<file path="config.mk">
export PLATFORM = sky130hd
export DESIGN_NAME = ipv4_rx_packet_classifier_unit
export DESIGN_NICKNAME = d
export VERILOG_FILES = /design/src/rtl/ipc_pkg.sv /design/src/rtl/ipc_fifo.sv /design/src/rtl/ipc_front.sv /design/src/rtl/ipc_back.sv /design/src/rtl/ipv4_rx_packet_classifier_unit.sv
export SDC_FILE = /design/constraint.sdc
export NUM_CORES = 2
export LEC_CHECK = 0
export BUFFER_PORTS_ARGS = -buffer_cell sky130_fd_sc_hd__buf_4
export CAP_MARGIN = 15
export CORE_MARGIN = 2
export CORE_UTILIZATION = 57
export CTS_CLUSTER_DIAMETER = 40
export DETAILED_ROUTE_END_ITERATION = 16
export PLACE_DENSITY = 0.77
export RECOVER_POWER = 50
export REMOVE_ABC_BUFFERS = 1
export SYNTH_ARGS = -nofsm -noshare
export SYNTH_HDL_FRONTEND = slang
export SYNTH_SLANG_ARGS = --single-unit
</file>
<file path="constraint.sdc">
create_clock -name i_clk -period 13.1 [get_ports i_clk]
set_clock_uncertainty 0.2 [all_clocks]
set_input_delay 1.31 -clock i_clk [delete_from_list [all_inputs] [get_ports i_clk]]
set_output_delay 1.31 -clock i_clk [all_outputs]
set_load 0.02 [all_outputs]
</file>
<file path="src/rtl/ipc_pkg.sv">
`timescale 1ns / 1ps
// ----------------------------------------------------------------------------
// ipc_pkg
// Types, codes and a checksum helper shared by the IPv4 receive classifier.
// ----------------------------------------------------------------------------
package ipc_pkg;

    localparam int PORT_SLOTS = 5;

    localparam logic [3:0] CFG_LOCAL_ADDR  = 4'd0;
    localparam logic [3:0] CFG_SUBNET_MASK = 4'd1;
    localparam logic [3:0] CFG_FILTER_ON   = 4'd2;
    localparam logic [3:0] CFG_PORT_FIRST  = 4'd3;
    localparam logic [3:0] CFG_PORT_LAST   = 4'd7;

    localparam logic [31:0] LOCAL_ADDR_RST  = 32'hA9FE_0000;
    localparam logic [31:0] SUBNET_MASK_RST = 32'hFFFF_0000;
    localparam logic [15:0] PORT0_RST       = 16'd68;
    localparam logic [15:0] PORT1_RST       = 16'd161;

    localparam logic [7:0] PROTO_ICMP    = 8'd1;
    localparam logic [7:0] PROTO_UDP     = 8'd17;
    localparam logic [7:0] ICMP_ECHO_REQ = 8'd8;
    localparam logic [7:0] IP_VERSION4   = 8'h40;
    localparam logic [7:0] VERSION_MASK  = 8'hF0;
    localparam logic [5:0] MIN_HDR_BYTES = 6'd20;
    localparam logic [15:0] UDP_HDR_BYTES = 16'd8;

    typedef enum logic [3:0] {
        V_ECHO        = 4'd0,
        V_UDP         = 4'd1,
        V_NOT_ME      = 4'd2,
        V_VERSION     = 4'd3,
        V_HDR_LEN     = 4'd4,
        V_TOT_LEN     = 4'd5,
        V_IP_CSUM     = 4'd6,
        V_FRAG        = 4'd7,
        V_ICMP_CSUM   = 4'd8,
        V_ICMP_OTHER  = 4'd9,
        V_UDP_LEN     = 4'd10,
        V_UDP_CSUM    = 4'd11,
        V_PORT_ZERO   = 4'd12,
        V_NO_SOCKET   = 4'd13,
        V_OTHER_PROTO = 4'd14
    } t_verdict;

    typedef struct packed {
        logic [31:0] local_addr;
        logic [31:0] subnet_mask;
        logic        filter_on;
        logic [PORT_SLOTS-1:0][15:0] ports;
    } t_cfg;

    typedef struct packed {
        logic [7:0]  vih;
        logic [15:0] tot_len;
        logic [15:0] frag;
        logic [7:0]  proto;
        logic [15:0] ip_csum;
        logic [15:0] ip_acc;
        logic [31:0] src;
        logic [31:0] dst;
        logic [63:0] l4_hdr;
        logic [15:0] l4_acc;
        logic [15:0] count;
    } t_rec;

    typedef struct packed {
        t_verdict    verdict;
        logic [2:0]  socket_index;
        logic [31:0] source_addr;
        logic        source_is_local;
        logic [5:0]  header_bytes;
        logic [15:0] payload_length;
        logic [15:0] udp_source_port;
        logic [15:0] udp_target_port;
    } t_res;

    function automatic logic [15:0] csum_add(input logic [15:0] a, input logic [15:0] b);
        logic [16:0] s;
        logic [16:0] t;
        s = {1'b0, a} + {1'b0, b};
        t = {1'b0, s[15:0]} + {16'd0, s[16]};
        return t[15:0] + {15'd0, t[16]};
    endfunction

endpackage

</file>
<file path="src/rtl/ipc_fifo.sv">
`timescale 1ns / 1ps
// ----------------------------------------------------------------------------
// ipc_fifo
// Small synchronous queue with registered entries and a visible head.
// ----------------------------------------------------------------------------
module ipc_fifo #(
    parameter int W     = 8,
    parameter int DEPTH = 2
) (
    input  logic         i_clk,
    input  logic         i_rst_n,
    input  logic         i_wr,
    input  logic [W-1:0] i_data,
    input  logic         i_rd,
    output logic [W-1:0] o_data,
    output logic         o_full,
    output logic         o_empty
);
    localparam int AW = (DEPTH > 1) ? $clog2(DEPTH) : 1;
    localparam int CW = $clog2(DEPTH + 1);

    logic [W-1:0]  r_mem [DEPTH];
    logic [AW-1:0] r_wp;
    logic [AW-1:0] r_rp;
    logic [CW-1:0] r_cnt;
    logic          wr_en;
    logic          rd_en;

    assign o_full  = (r_cnt == CW'(DEPTH));
    assign o_empty = (r_cnt == '0);
    assign wr_en   = i_wr && !o_full;
    assign rd_en   = i_rd && !o_empty;
    assign o_data  = r_mem[r_rp];

    always_ff @(posedge i_clk) begin
        if (wr_en) begin
            r_mem[r_wp] <= i_data;
        end
    end

    always_ff @(posedge i_clk) begin
        if (!i_rst_n) begin
            r_wp  <= '0;
            r_rp  <= '0;
            r_cnt <= '0;
        end else begin
            if (wr_en) begin
                r_wp <= (r_wp == AW'(DEPTH - 1)) ? '0 : r_wp + 1'b1;
            end
            if (rd_en) begin
                r_rp <= (r_rp == AW'(DEPTH - 1)) ? '0 : r_rp + 1'b1;
            end
            r_cnt <= r_cnt + CW'(wr_en) - CW'(rd_en);
        end
    end

endmodule

</file>
<file path="src/rtl/ipc_front.sv">
`timescale 1ns / 1ps
// ----------------------------------------------------------------------------
// ipc_front
// Byte parser: captures header fields and keeps running checksums per byte.
// ----------------------------------------------------------------------------
module ipc_front import ipc_pkg::*; (
    input  logic       i_clk,
    input  logic       i_rst_n,
    input  logic       i_valid,
    input  logic [7:0] i_data_byte,
    input  logic       i_frame_last,
    output logic       o_rec_valid,
    output t_rec       o_rec
);
    logic [15:0] r_cnt, r_tl, r_frag, r_ipcs, r_ipacc, r_l4acc;
    logic [7:0]  r_vih, r_proto;
    logic [31:0] r_src, r_dst;
    logic [63:0] r_h;

    logic [15:0] n_cnt, n_tl, n_frag, n_ipcs, n_ipacc, n_l4acc;
    logic [7:0]  n_vih, n_proto;
    logic [31:0] n_src, n_dst;
    logic [63:0] n_h;

    logic [15:0] n, hl16, o, weighted, l4len, udp_len;
    logic [7:0]  b;
    logic        in_l4, skip;

    always_comb begin
        b      = i_data_byte;
        n      = r_cnt;
        n_vih  = (n == 16'd0) ? b : r_vih;
        n_tl   = r_tl;
        n_frag = r_frag;
        n_ipcs = r_ipcs;
        n_proto = (n == 16'd9) ? b : r_proto;
        n_src  = r_src;
        n_dst  = r_dst;
        case (n)
            16'd2:   n_tl = {b, r_tl[7:0]};
            16'd3:   n_tl = {r_tl[15:8], b};
            16'd6:   n_frag = {b, r_frag[7:0]};
            16'd7:   n_frag = {r_frag[15:8], b};
            16'd10:  n_ipcs = {b, r_ipcs[7:0]};
            16'd11:  n_ipcs = {r_ipcs[15:8], b};
            16'd12, 16'd13, 16'd14, 16'd15: n_src = {r_src[23:0], b};
            16'd16, 16'd17, 16'd18, 16'd19: n_dst = {r_dst[23:0], b};
            default: ;
        endcase

        hl16     = {10'd0, n_vih[3:0], 2'b00};
        weighted = n[0] ? {8'd0, b} : {b, 8'd0};
        n_ipacc  = r_ipacc;
        if (n < hl16 && n != 16'd10 && n != 16'd11) begin
            n_ipacc = csum_add(r_ipacc, weighted);
        end

        in_l4 = (n >= hl16);
        o     = n - hl16;
        n_h   = r_h;
        for (int k = 0; k < 8; k++) begin
            if (in_l4 && o == 16'(k)) begin
                n_h[63-8*k -: 8] = b;
            end
        end

        l4len   = n_tl - hl16;
        udp_len = n_h[31:16];
        skip    = (o == 16'd2 || o == 16'd3) && (o < {l4len[15:1], 1'b0});
        n_l4acc = r_l4acc;
        if (in_l4 && n < n_tl) begin
            if (n_proto == PROTO_ICMP) begin
                if (!skip) begin
                    n_l4acc = csum_add(r_l4acc, weighted);
                end
            end else if (n_proto == PROTO_UDP) begin
                if (o != 16'd6 && o != 16'd7 && (o < 16'd6 || o < udp_len)) begin
                    n_l4acc = csum_add(r_l4acc, weighted);
                end
            end
        end

        n_cnt = (r_cnt == 16'hFFFF) ? r_cnt : r_cnt + 16'd1;

        o_rec.vih     = n_vih;
        o_rec.tot_len = n_tl;
        o_rec.frag    = n_frag;
        o_rec.proto   = n_proto;
        o_rec.ip_csum = n_ipcs;
        o_rec.ip_acc  = n_ipacc;
        o_rec.src     = n_src;
        o_rec.dst     = n_dst;
        o_rec.l4_hdr  = n_h;
        o_rec.l4_acc  = n_l4acc;
        o_rec.count   = n_cnt;
    end

    assign o_rec_valid = i_valid && i_frame_last;

    always_ff @(posedge i_clk) begin
        if (!i_rst_n || (i_valid && i_frame_last)) begin
            r_cnt   <= '0;
            r_vih   <= '0;
            r_tl    <= '0;
            r_frag  <= '0;
            r_proto <= '0;
            r_ipcs  <= '0;
            r_ipacc <= '0;
            r_src   <= '0;
            r_dst   <= '0;
            r_h     <= '0;
            r_l4acc <= '0;
        end else if (i_valid) begin
            r_cnt   <= n_cnt;
            r_vih   <= n_vih;
            r_tl    <= n_tl;
            r_frag  <= n_frag;
            r_proto <= n_proto;
            r_ipcs  <= n_ipcs;
            r_ipacc <= n_ipacc;
            r_src   <= n_src;
            r_dst   <= n_dst;
            r_h     <= n_h;
            r_l4acc <= n_l4acc;
        end
    end

endmodule

</file>
<file path="src/rtl/ipc_back.sv">
`timescale 1ns / 1ps
// ----------------------------------------------------------------------------
// ipc_back
// Verdict stage: pseudo-header sum, header checks, port lookup, result queue.
// ----------------------------------------------------------------------------
module ipc_back import ipc_pkg::*; #(
    parameter int SOCKET_COUNT = 5
) (
    input  logic i_clk,
    input  logic i_rst_n,
    input  t_cfg i_cfg,
    input  logic i_rec_avail,
    input  t_rec i_rec,
    output logic o_rec_take,
    input  logic i_pop,
    output logic o_empty,
    output t_res o_res
);
    t_rec        r_rec;
    logic [15:0] r_pseudo;
    logic        r_s1_v;

    logic [19:0] psum;
    logic [16:0] pf1;
    logic [15:0] pfold;
    logic        s1_adv, res_full;
    t_res        res;
    logic [5:0]  hl;
    logic [15:0] l4len, sport, dport, ulen, ucsum, cs;
    logic        ip_ok, found;
    logic [2:0]  sock;

    always_comb begin
        psum = {4'd0, i_rec.l4_acc} + {4'd0, i_rec.src[31:16]} + {4'd0, i_rec.src[15:0]}
             + {4'd0, i_rec.dst[31:16]} + {4'd0, i_rec.dst[15:0]}
             + {12'd0, PROTO_UDP} + {4'd0, i_rec.l4_hdr[31:16]};
        pf1   = {1'b0, psum[15:0]} + {13'd0, psum[19:16]};
        pfold = pf1[15:0] + {15'd0, pf1[16]};
    end

    assign s1_adv     = r_s1_v && !res_full;
    assign o_rec_take = i_rec_avail && (!r_s1_v || s1_adv);

    always_ff @(posedge i_clk) begin
        if (!i_rst_n) begin
            r_s1_v <= 1'b0;
        end else if (o_rec_take) begin
            r_s1_v <= 1'b1;
        end else if (s1_adv) begin
            r_s1_v <= 1'b0;
        end
    end

    always_ff @(posedge i_clk) begin
        if (o_rec_take) begin
            r_rec    <= i_rec;
            r_pseudo <= pfold;
        end
    end

    always_comb begin
        hl    = {r_rec.vih[3:0], 2'b00};
        l4len = r_rec.tot_len - {10'd0, hl};
        sport = r_rec.l4_hdr[63:48];
        dport = r_rec.l4_hdr[47:32];
        ulen  = r_rec.l4_hdr[31:16];
        ucsum = r_rec.l4_hdr[15:0];
        cs    = ~r_pseudo;
        if (cs == 16'd0) begin
            cs = 16'hFFFF;
        end
        found = 1'b0;
        sock  = 3'd0;
        for (int i = SOCKET_COUNT - 1; i >= 0; i--) begin
            if (i_cfg.ports[i] == dport) begin
                found = 1'b1;
                sock  = 3'(i);
            end
        end

        ip_ok = 1'b0;
        res.socket_index    = 3'd0;
        res.payload_length  = '0;
        res.udp_source_port = '0;
        res.udp_target_port = '0;
        if (i_cfg.filter_on && r_rec.dst != i_cfg.local_addr) begin
            res.verdict = V_NOT_ME;
        end else if ((r_rec.vih & VERSION_MASK) != IP_VERSION4) begin
            res.verdict = V_VERSION;
        end else if (hl < MIN_HDR_BYTES) begin
            res.verdict = V_HDR_LEN;
        end else if (r_rec.tot_len < {10'd0, hl} || r_rec.tot_len > r_rec.count) begin
            res.verdict = V_TOT_LEN;
        end else if (~r_rec.ip_acc != r_rec.ip_csum) begin
            res.verdict = V_IP_CSUM;
        end else if (r_rec.frag[13:8] != 6'd0 || r_rec.frag[7:0] != 8'd0) begin
            res.verdict = V_FRAG;
        end else begin
            ip_ok = 1'b1;
            if (r_rec.proto == PROTO_ICMP) begin
                res.payload_length = l4len;
                if (~r_rec.l4_acc != dport) begin
                    res.verdict = V_ICMP_CSUM;
                end else if (sport[15:8] == ICMP_ECHO_REQ) begin
                    res.verdict = V_ECHO;
                end else begin
                    res.verdict = V_ICMP_OTHER;
                end
            end else if (r_rec.proto == PROTO_UDP) begin
                res.udp_source_port = sport;
                res.udp_target_port = dport;
                if (ulen > l4len || ulen < UDP_HDR_BYTES) begin
                    res.verdict = V_UDP_LEN;
                end else begin
                    res.payload_length = ulen - UDP_HDR_BYTES;
                    if (ucsum != 16'd0 && cs != ucsum) begin
                        res.verdict = V_UDP_CSUM;
                    end else if (dport == 16'd0) begin
                        res.verdict = V_PORT_ZERO;
                    end else if (found) begin
                        res.verdict      = V_UDP;
                        res.socket_index = sock;
                    end else begin
                        res.verdict = V_NO_SOCKET;
                    end
                end
            end else begin
                res.verdict = V_OTHER_PROTO;
            end
        end
        res.source_addr     = r_rec.src;
        res.header_bytes    = hl;
        res.source_is_local = ip_ok &&
            ((r_rec.src & i_cfg.subnet_mask) == (i_cfg.local_addr & i_cfg.subnet_mask));
    end

    ipc_fifo #(
        .W     ($bits(t_res)),
        .DEPTH (2)
    ) u_res_q (
        .i_clk   (i_clk),
        .i_rst_n (i_rst_n),
        .i_wr    (s1_adv),
        .i_data  (res),
        .i_rd    (i_pop),
        .o_data  (o_res),
        .o_full  (res_full),
        .o_empty (o_empty)
    );

endmodule

</file>
<file path="src/rtl/ipv4_rx_packet_classifier_unit.sv">
`timescale 1ns / 1ps
// ----------------------------------------------------------------------------
// ipv4_rx_packet_classifier_unit
// IPv4 receive classifier: one byte per transaction, one verdict per packet.
// Throughput: one byte per cycle while full is low, set by the per-byte
// checksum accumulators. Path: the last byte's record passes a two-entry
// queue to the verdict stage, then the stage register and the result queue.
// Reset: synchronous, active low; clears parser state and queues, loads the
// register defaults.
// ----------------------------------------------------------------------------
module ipv4_rx_packet_classifier_unit import ipc_pkg::*; #(
    parameter int SOCKET_COUNT = 5
) (
    input  logic        i_clk,
    input  logic        i_rst_n,
    input  logic        push,
    output logic        full,
    input  logic [7:0]  i_data_byte,
    input  logic        i_frame_last,
    output logic        empty,
    input  logic        pop,
    output logic [3:0]  o_verdict,
    output logic [2:0]  o_socket_index,
    output logic [31:0] o_source_addr,
    output logic        o_source_is_local,
    output logic [5:0]  o_header_bytes,
    output logic [15:0] o_payload_length,
    output logic [15:0] o_udp_source_port,
    output logic [15:0] o_udp_target_port,
    input  logic        i_cfg_we,
    input  logic [3:0]  i_cfg_index,
    input  logic [31:0] i_cfg_data
);
    t_cfg r_cfg;
    logic rec_valid, rec_take, q_empty, accept;
    t_rec rec_in, rec_out;
    t_res res;

    always_ff @(posedge i_clk) begin
        if (!i_rst_n) begin
            r_cfg.local_addr  <= LOCAL_ADDR_RST;
            r_cfg.subnet_mask <= SUBNET_MASK_RST;
            r_cfg.filter_on   <= 1'b0;
            r_cfg.ports       <= {16'd0, 16'd0, 16'd0, PORT1_RST, PORT0_RST};
        end else if (i_cfg_we) begin
            if (i_cfg_index == CFG_LOCAL_ADDR) begin
                r_cfg.local_addr <= i_cfg_data;
            end else if (i_cfg_index == CFG_SUBNET_MASK) begin
                r_cfg.subnet_mask <= i_cfg_data;
            end else if (i_cfg_index == CFG_FILTER_ON) begin
                r_cfg.filter_on <= i_cfg_data[0];
            end else if (i_cfg_index >= CFG_PORT_FIRST && i_cfg_index <= CFG_PORT_LAST) begin
                r_cfg.ports[3'(i_cfg_index - CFG_PORT_FIRST)] <= i_cfg_data[15:0];
            end
        end
    end

    assign accept = push && !full;

    ipc_front u_front (
        .i_clk        (i_clk),
        .i_rst_n      (i_rst_n),
        .i_valid      (accept),
        .i_data_byte  (i_data_byte),
        .i_frame_last (i_frame_last),
        .o_rec_valid  (rec_valid),
        .o_rec        (rec_in)
    );

    ipc_fifo #(
        .W     ($bits(t_rec)),
        .DEPTH (2)
    ) u_rec_q (
        .i_clk   (i_clk),
        .i_rst_n (i_rst_n),
        .i_wr    (rec_valid),
        .i_data  (rec_in),
        .i_rd    (rec_take),
        .o_data  (rec_out),
        .o_full  (full),
        .o_empty (q_empty)
    );

    ipc_back #(
        .SOCKET_COUNT (SOCKET_COUNT)
    ) u_back (
        .i_clk       (i_clk),
        .i_rst_n     (i_rst_n),
        .i_cfg       (r_cfg),
        .i_rec_avail (!q_empty),
        .i_rec       (rec_out),
        .o_rec_take  (rec_take),
        .i_pop       (pop),
        .o_empty     (empty),
        .o_res       (res)
    );

    assign o_verdict         = res.verdict;
    assign o_socket_index    = res.socket_index;
    assign o_source_addr     = res.source_addr;
    assign o_source_is_local = res.source_is_local;
    assign o_header_bytes    = res.header_bytes;
    assign o_payload_length  = res.payload_length;
    assign o_udp_source_port = res.udp_source_port;
    assign o_udp_target_port = res.udp_target_port;

endmodule

</file>
==> flow_summary.ini <==
[run_status]
status = complete, but fails checks
violations = capacitance limit, slew limit

[cts]
cts_hold_buffers = 0
cts_num_sinks = 1308
cts_made_buffers = 154
post_cts_buffers = 0
h-tree-depth = 4
cts_buffer_depth = 3
clk_pin_slew_worst_paths_ns = 0.05
cts_tree = yes
clock_latency_ns = 0.76
cts_resized = 0
cts_root_buf = clkbuf_16

[die]
core_region_area_um2 = 107100
start_util_pct = 57.39
rows = 120
fp.dieW_um = 332.3
pin_count = 146
die_area_um2 = 110400
die_y_um = 332.3

[worst_setup_path]
critPathTopFamily = buffers and inverters
worst_r2r_endpoint = u_rec_q.r_mem[1][6]
cp_slowest_cell = clkbuf_1
cp.depth = 5
cp_slowest_stage_delay_ns = 5.91
crit_end = u_rec_q.r_mem[1][6]
cp_max_fo = 174
worstPathCellList = clkbuf_1 > nor2b_1 > clkbuf_1 > and3_1 > buf_4
worstSetupPathType = in2reg
reg2reg_depth = 5
cpMostUsedCell = clkbuf_1
worst-r2r-setup-slack_ns = 2.42
worst_ep_required_time_ns = 13.28
crit_start = push
timing.critical_path.buf_inv = 3
start_kind = input pin
r2r_start = u_rec_q.r_cnt[1]
cp-end-kind = flip-flop
cp_data_arrival_time_ns = 11.04

[yosys]
synth_top_area_share_pct = 44.67
yosys_warnings = 0
ys_ff_latch = 1308
synth_area_leader_cell = edfxtp_1
synth_edf_count = 914
ys_seq_area_share_pct = 57.51
synthTopCellsByArea = edfxtp_1 (45%), dfxtp_1 (13%), mux2_2 (8.2%)
netlist_instances = 5087
synth_async_sr_flop_share_pct = 0
synth_area_um2 = 61440
synthFlopType = edfxtp_1
synth_cell_types = 95
avgSynthCellArea_um2 = 12.08

[grt]
grt_usage_pct = 27.49
grt_overflow = 0
grt_pass1_vias = 39510
grt_max_degree = 196
grt_pass1_wl_um = 233400
antenna_found_initial = 6

[placement]
hpwl_um = 101900
gp_congestion = 0.9287
io_buffer_count = 143

[run]
max-cap-violations = 15

[sta]
worst_slew_pin_slew_ns = 8.578
post-route-period-util_pct = 82.93
final_max_slew_viol_count = 946
relSlewSlack_pct = -471.9
min_period_ns = 10.86
max_freq_mhz = 92.04
rsz0062_at_grt = false
setup_viol = 0
finalHoldViolCount = 0

[cells_and_area]
drive_gt1_share_pct = 14.48
area_growth_syn_to_layout_pct = 12.11
nNetsFinal = 5487
utilization_pct = 64.34
final.fill_count = 7767

[route]
drt_iter0_markers = 3735
via_per_inst = 5.997
wl_per_cell_um = 22.83
ant_nets = 0
drc = 0
routed_wirelength_um = 153400
vias = 40290
drt_pre_antenna_iters = 6

[power_and_ir_drop]
ir_drop_mv = 0.5965
p_leak_nw = 26.01
power_density_nw_per_um2 = 278.5
totalPowerFinal_mw = 19.18

[min_path]
min-delay-path-class = reg2reg
hp-start = u_front.r_ipcs[4]
-- routing by layer --
layer | vias to the layer above | GRT usage [%] | wire length (um)
met4 | 0 | 10.58 | 5419
met5 | - | 0 | 0
met3 | 314 | 4.309 | 10500
met1 | 19870 | 36.89 | 64140
met2 | 1505 | 45.13 | 73360
li1 | 18600 | - | -
-- flip-flops by register name, summed over array words and instances, names as in the netlist, 8 cells and up, named ones only --
register and count:
u_back.dport 16, u_front.n 16, u_front.r_proto 8, u_back.r_pseudo 16, u_front.r_src 32, u_front.r_h 64, u_back.r_rec 218, u_front.r_ipacc 16
u_front.r_frag 14, r_cfg 145, u_back.u_res_q.r_mem 184, u_front.r_ipcs 16, u_rec_q.r_mem 476, u_front.r_l4acc 16, u_front.r_vih 8, u_front.r_tl 16
u_front.r_dst 32
-- report_power, final --
group	switching [mW]	internal [mW]
sequential	0.539	5.58
combinational	5.20	3.49
clock	1.73	2.64
total	7.47	11.7
-- cell families (layout without fill, tap and decap cells) --
logic type | Yosys count | count (layout) | synth area share [%]
flops | 1308 | 1308 | 57.51
other cells | 1 | 7 | 0.006104
simple gates | 1545 | 1545 | 11.90
compound gates | 665 | 665 | 7.580
fa+ha+maj | 252 | 252 | 5.804
buf+inv | 451 | 674 | 2.827
mux | 520 | 520 | 9.407
xor+xnor | 345 | 345 | 4.965
-- synthesized netlist by cell type (22+ instances only) --
| cell | count |
|---|---|
| ha_1 | 197 |
| nor4_1 | 63 |
| dfxtp_1 | 394 |
| and2_1 | 64 |
| nand3_1 | 99 |
| a21oi_1 | 147 |
| a21o_1 | 41 |
| and3_1 | 28 |
| fa_1 | 55 |
| inv_1 | 209 |
| xor2_1 | 176 |
| clkbuf_1 | 214 |
| edfxtp_1 | 914 |
| xnor2_1 | 167 |
| mux2i_1 | 70 |
| a22oi_1 | 22 |
| a211oi_1 | 55 |
| nor2b_1 | 66 |
| o21ai_0 | 84 |
| nor3_1 | 169 |
| a21boi_0 | 88 |
| mux2_2 | 449 |
| nand4_1 | 48 |
| a22o_1 | 43 |
| nor2_1 | 384 |
| nand2_1 | 503 |
| o21a_1 | 32 |
-- worst register-to-register path: stages, from the launching register on --
cell      delay [ns]
dfxtp_1         0.34
nor2b_1         0.22
nor2b_1         0.31
clkbuf_1        5.91
and3_1          2.36
buf_4           0.93
-- cell type report --
cell class                 instances  area, um2  share of cell area [%]
clock buffer                     203       4305                   6.250
tap                             1403       1755                   2.548
sequential                      1308      35340                   51.30
inverter                         210      788.3                   1.144
antenna                            4      10.01                 0.01453
timing repair buffer             181       1343                   1.949
multi-input combinational       3330      24380                   35.40
clock inverter                    80      959.7                   1.393
-- cells in the final DEF (no fill, tap or decap), drive strengths merged, types with 23 or more instances in the layout --
cell type	instances
a22o	43
mux2	449
o21ai	85
clkbuf	224
fa	55
dfxtp	394
nand3	99
and2	65
a21o	41
clkinv	36
edfxtp	914
nor2b	66
nor4	65
nor3	171
xnor2	167
a21boi	88
buf	160
and3	28
nand4	48
a21oi	147
nor2	384
inv	235
a22oi	23
xor2	176
a211oi	57
ha	197
mux2i	71
nand2	503
o21a	32
-- per-stage QoR --
| stage | cells | instance area (um2) | setup slack, ns | setup TNS [ns] | hold WS, ns |
|---|---|---|---|---|---|
| 2_1_floorplan | 4848 | 60500 | -8.350 | -2929.01 | 0.2329 |
| 3_3_place_gp | 6431 | 63760 | 2.950 | 0 | 0.2377 |
| 3_5_place_dp | 6431 | 63760 | 2.823 | 0 | 0.2445 |
| 4_1_cts | 6714 | 69020 | 2.767 | 0 | 0.2523 |
| 5_1_grt | 6715 | 68870 | 1.625 | 0 | 0.2721 |
| 6_report | 6719 | 68880 | 2.236 | 0 | 0.2529 |
-- worst min path at each step --
stage,depth (start not counted),slack [ns],to
after CTS,2,0.25,u_front.r_h[0]
after floorplan,2,0.23,u_front.r_h[0]
final,2,0.25,u_front.r_ipcs[4]
after detailed placement,2,0.24,u_front.r_h[0]
after global placement,2,0.24,u_front.r_h[7]
after global routing,2,0.27,u_front.r_h[48]
No activity file was read; power rests on OpenSTA's default activity.
